### src/rtl/iomft_pkg.sv
package iomft_pkg;

  localparam int ADDR_W      = 32;
  localparam int SLOT_W      = 10;
  localparam int USED_W      = 11;
  localparam int QUEUE_DEPTH = 2;

  typedef enum logic [1:0] {
    OP_CHECK  = 2'd0,
    OP_ADD    = 2'd1,
    OP_REMOVE = 2'd2,
    OP_CLEAR  = 2'd3
  } op_e;

  typedef enum logic [1:0] {
    STATUS_DONE      = 2'd0,
    STATUS_FULL      = 2'd1,
    STATUS_NOT_FOUND = 2'd2
  } status_e;

  typedef enum logic [1:0] {
    BS_IDLE,
    BS_SCAN,
    BS_FINISH
  } back_state_e;

  typedef struct packed {
    logic [1:0]        operation;
    logic [ADDR_W-1:0] address;
  } item_t;

  typedef struct packed {
    logic              blocked;
    logic [1:0]        status;
    logic [SLOT_W-1:0] slot;
    logic [USED_W-1:0] used_entries;
  } result_t;

  // classified command handed from front to back
  typedef struct packed {
    op_e               op;
    logic [ADDR_W-1:0] address;
    logic [ADDR_W-1:0] mask;
    logic [ADDR_W-1:0] cmp;
  } cmd_t;

  // one table entry as held in RAM; live marks a slot not freed
  typedef struct packed {
    logic              live;
    logic [ADDR_W-1:0] mask;
    logic [ADDR_W-1:0] cmp;
  } entry_t;

  localparam int ENTRY_W = $bits(entry_t);

  // 0xFF in every octet where the pattern octet is nonzero
  function automatic logic [ADDR_W-1:0] octet_mask(input logic [ADDR_W-1:0] pattern);
    logic [ADDR_W-1:0] m;
    m = '0;
    for (int k = 0; k < ADDR_W / 8; k++) begin
      if (pattern[8*k +: 8] != 8'd0) begin
        m[8*k +: 8] = 8'hFF;
      end
    end
    return m;
  endfunction

endpackage

### src/rtl/iomft_front.sv
module iomft_front (
  input  logic             clk,
  input  logic             rst,
  input  iomft_pkg::item_t item,
  input  logic             item_valid,
  output logic             item_stall,
  output iomft_pkg::cmd_t  cmd,
  output logic             cmd_valid,
  input  logic             cmd_pop
);

  import iomft_pkg::*;

  localparam int PTR_W  = (QUEUE_DEPTH > 1) ? $clog2(QUEUE_DEPTH) : 1;
  localparam int FILL_W = $clog2(QUEUE_DEPTH + 1);

  cmd_t              q [QUEUE_DEPTH];
  logic [PTR_W-1:0]  wr_ptr;
  logic [PTR_W-1:0]  rd_ptr;
  logic [FILL_W-1:0] fill;
  logic              push;
  cmd_t              classified;

  always_comb begin
    classified.op      = op_e'(item.operation);
    classified.address = item.address;
    classified.mask    = octet_mask(item.address);
    classified.cmp     = item.address & octet_mask(item.address);
  end

  assign item_stall = (fill == FILL_W'(QUEUE_DEPTH));
  assign push       = item_valid && !item_stall;
  assign cmd_valid  = (fill != '0);
  assign cmd        = q[rd_ptr];

  always_ff @(posedge clk) begin
    if (push) begin
      q[wr_ptr] <= classified;
    end
  end

  always_ff @(posedge clk) begin
    if (rst) begin
      wr_ptr <= '0;
      rd_ptr <= '0;
      fill   <= '0;
    end else begin
      if (push) begin
        wr_ptr <= PTR_W'(wr_ptr + 1'b1);
      end
      if (cmd_pop) begin
        rd_ptr <= PTR_W'(rd_ptr + 1'b1);
      end
      if (push && !cmd_pop) begin
        fill <= FILL_W'(fill + 1'b1);
      end else if (!push && cmd_pop) begin
        fill <= FILL_W'(fill - 1'b1);
      end
    end
  end

endmodule

### config.mk
export PLATFORM = sky130hd
export DESIGN_NAME = iomft_front
export DESIGN_NICKNAME = d
export VERILOG_FILES = /design/src/rtl/iomft_pkg.sv /design/src/rtl/iomft_front.sv
export SDC_FILE = /design/constraint.sdc
export NUM_CORES = 1
export LEC_CHECK = 0
export ABC_AREA = 1
export BUFFER_PORTS_ARGS = -buffer_cell sky130_fd_sc_hd__clkbuf_2
export CORE_ASPECT_RATIO = 0.6
export CORE_MARGIN = 8
export CORE_UTILIZATION = 35
export DETAILED_ROUTE_END_ITERATION = 8
export GPL_TIMING_DRIVEN = 0
export SYNTH_ARGS = -nofsm -noshare
export SYNTH_HDL_FRONTEND = slang
export SYNTH_SLANG_ARGS = --single-unit
### constraint.sdc
create_clock -name clk -period 10.52 [get_ports clk]
set_clock_uncertainty 0.2 [all_clocks]
set_input_delay 0.526 -clock clk [delete_from_list [all_inputs] [get_ports clk]]
set_output_delay 0.526 -clock clk [all_outputs]
set_load 0.05 [all_outputs]
==> flow_summary.toml <==
[sta]
finalSetupViolations = 0
slew_headroom_pct = 61.3
finalHoldViolCount = 0
timing.fmax_mhz = 391
finalSetupTns_ns = 0
maxSlewViolCount = 0
worst_slack_ns = 7.96
tightest_slew_ns = 0.580
min_period_ns = 2.56
fin_crit_sh_pct = 24.3
whs_ns = 0.104
rsz0062_at_grt = "no"

[place]
port_buffers = 137
post-dp-hpwl_mm = 8.51
placed_area_um2 = 7110
dp.cells = 700
gp_congestion = 0.726
dp_slack_ns = 8.37

[cells_and_area]
final_common_cell = "edfxtp_1"
finalInstanceArea_um2 = 7750
layout-drive-gt1-share_pct = 56.1
area_growth_pct = 28.3
nets = 524
final_cells = 731
diodes = 0
final_core_util_pct = 45.5
layout_common_cells = "edfxtp_1 (140), clkbuf_2 (137), mux2_4 (70)"

[synth]
ys_ff_latch = 145
ys_types = 18
synthCells = 325
synth_top_area_cell = "edfxtp_1"
synth_top_area_share_pct = 69.6
yosysWarnings = 0
synthTopCellsByArea = "edfxtp_1 (70%), mux2_4 (17%), buf_4 (3.5%)"
syn_nets = 364
syn_area_um2 = 6040
avgSynthCellArea_um2 = 18.6
seq_area_frac_synth_pct = 71.3

[power_and_ir_drop]
finalPower_mw = 1.72
p_sw_mw = 0.495
power.density_nw_per_um2 = 222
intPower_mw = 1.23
p_sw_share_pct = 28.7
seqPwrFrac_pct = 40.5
combPwrFrac_pct = 21.5
ir_worst_vdd_mv = 0.107
p_leak_nw = 3.08
clkPwrFrac_pct = 38.0

[critical_path]
critPathLaunchType = "flip-flop"
crit_type = "reg2out"
cp.required_ns = 9.79
path_max_fanout = 10
end_kind = "output pin"
worstPathArrival_ns = 1.83
reg2reg_from = "fill[1]"

[floorplanning]
start_util_pct = 35.5
fp-row-count = 37
die_w_um = 186
dieArea_um2 = 21900
ios = 138
coreArea_um2 = 17000
die_h_um = 118

[cts]
ctsRootBufferMaster = "clkbuf_16"
cts.clk_slew.worst_paths_ns = 0.06
cts_buffer_depth = 2
postCtsSetupRepairBufs = 0
cts_tree = "done"
clk_latency_ns = 0.40
cts_resized = 0
postCtsHoldBufs = 0
cts_made_buffers = 17
cts_sinks = 145
htreeDepth = 4

[global_routing]
grt_pass1_vias = 3327
antenna_found_initial = 0
grt_max_degree = 31
grt_overflow_total = 0
groute.usage.overall_pct = 10.7
grt_pass1_wl_mm = 18.1

[route]
routed_wirelength_mm = 11.8
wl_met1_mm = 5.25
dr.pass1.iters = 4
via_count = 3094
wl_met3_mm = 1.11
top_layer_used = "met4"
met2_length_mm = 5.33
wire_per_inst_um = 16.1
drt_iter0_markers = 175
vias_per_cell = 4.23
drtAntennaViolNets = 0
drc = 0

[hold_path]
hp-start = "rst"
hold_path.class = "in2reg"

[status]
status = "completed"

[run]
cap_violations = 0
-- final timing paths --
path              slack (ns)  cells after the start  endpoint
setup reg to reg        8.65                      4  q[1][88]
hold reg to reg         0.32                      2    rd_ptr
hold / removal          0.10                      2    rd_ptr
setup / recovery        7.96                      5   cmd[55]
-- worst max-delay path, cell delays in order, from the launching register on --
cell and delay (ns):
dfxtp_1 0.32, buf_6 0.20, buf_12 0.18, mux2_4 0.36, buf_4 0.14, clkbuf_2 0.23
-- cells in the mapped netlist --
| cell | instances |
|---|---|
| edfxtp_1 | 140 |
| mux2_4 | 70 |
| clkbuf_1 | 32 |
| buf_4 | 28 |
| inv_1 | 9 |
| nand2_1 | 9 |
| nor2_1 | 8 |
| nor4_1 | 8 |
| buf_12 | 7 |
| dfxtp_1 | 5 |
| o21ai_0 | 2 |
| a21oi_1 | 1 |
| buf_6 | 1 |
| ha_1 | 1 |
| nand3_1 | 1 |
| nand4_1 | 1 |
| o21ai_2 | 1 |
| xnor2_1 | 1 |
-- cell families (layout without fill, tap and decap cells) --
kind of cell	Yosys count	in the layout	synth area share, %
buffers and inverters	77	249	8.53
AO/OA/AOI/OAI	4	4	0.393
XOR/XNOR	1	1	0.145
flip-flops	145	145	71.3
multiplexers	70	70	17.4
adder cells (fa/ha/maj)	1	1	0.207
AND/OR/NAND/NOR	27	27	2.07
-- cell type report --
type | count | area, um^2
buffer | 68 | 482
inverter | 9 | 33.8
clock inverter | 12 | 205
sequential | 145 | 4300
fill | 1533 | 9280
tap | 234 | 293
clock buffer | 19 | 433
timing repair buffer | 141 | 766
multi-input combinational | 103 | 1240
-- layer usage --
layer | up-vias | GRT usage, %
li1 | 1477 | -
met1 | 1512 | 13.3
met2 | 98 | 16.5
met3 | 7 | 4.69
met4 | 0 | 3.56
met5 | - | 0
-- power groups by stage --
stage	combinational [mW]	clock [mW]	sequential [mW]
5_1_grt	0.389	0.686	0.701
6_report	0.369	0.654	0.698
4_1_cts	0.375	0.667	0.698
3_5_place_dp	0.374	0	0.710
2_1_floorplan	0.289	0	0.712
3_3_place_gp	0.361	0	0.716
-- flip-flops by register name, summed over array words and instances, names as in the netlist, named ones only --
register	flops
wr_ptr	1
fill	2
rd_ptr	1
q	140
No activity file was read; power rests on OpenSTA's default activity.
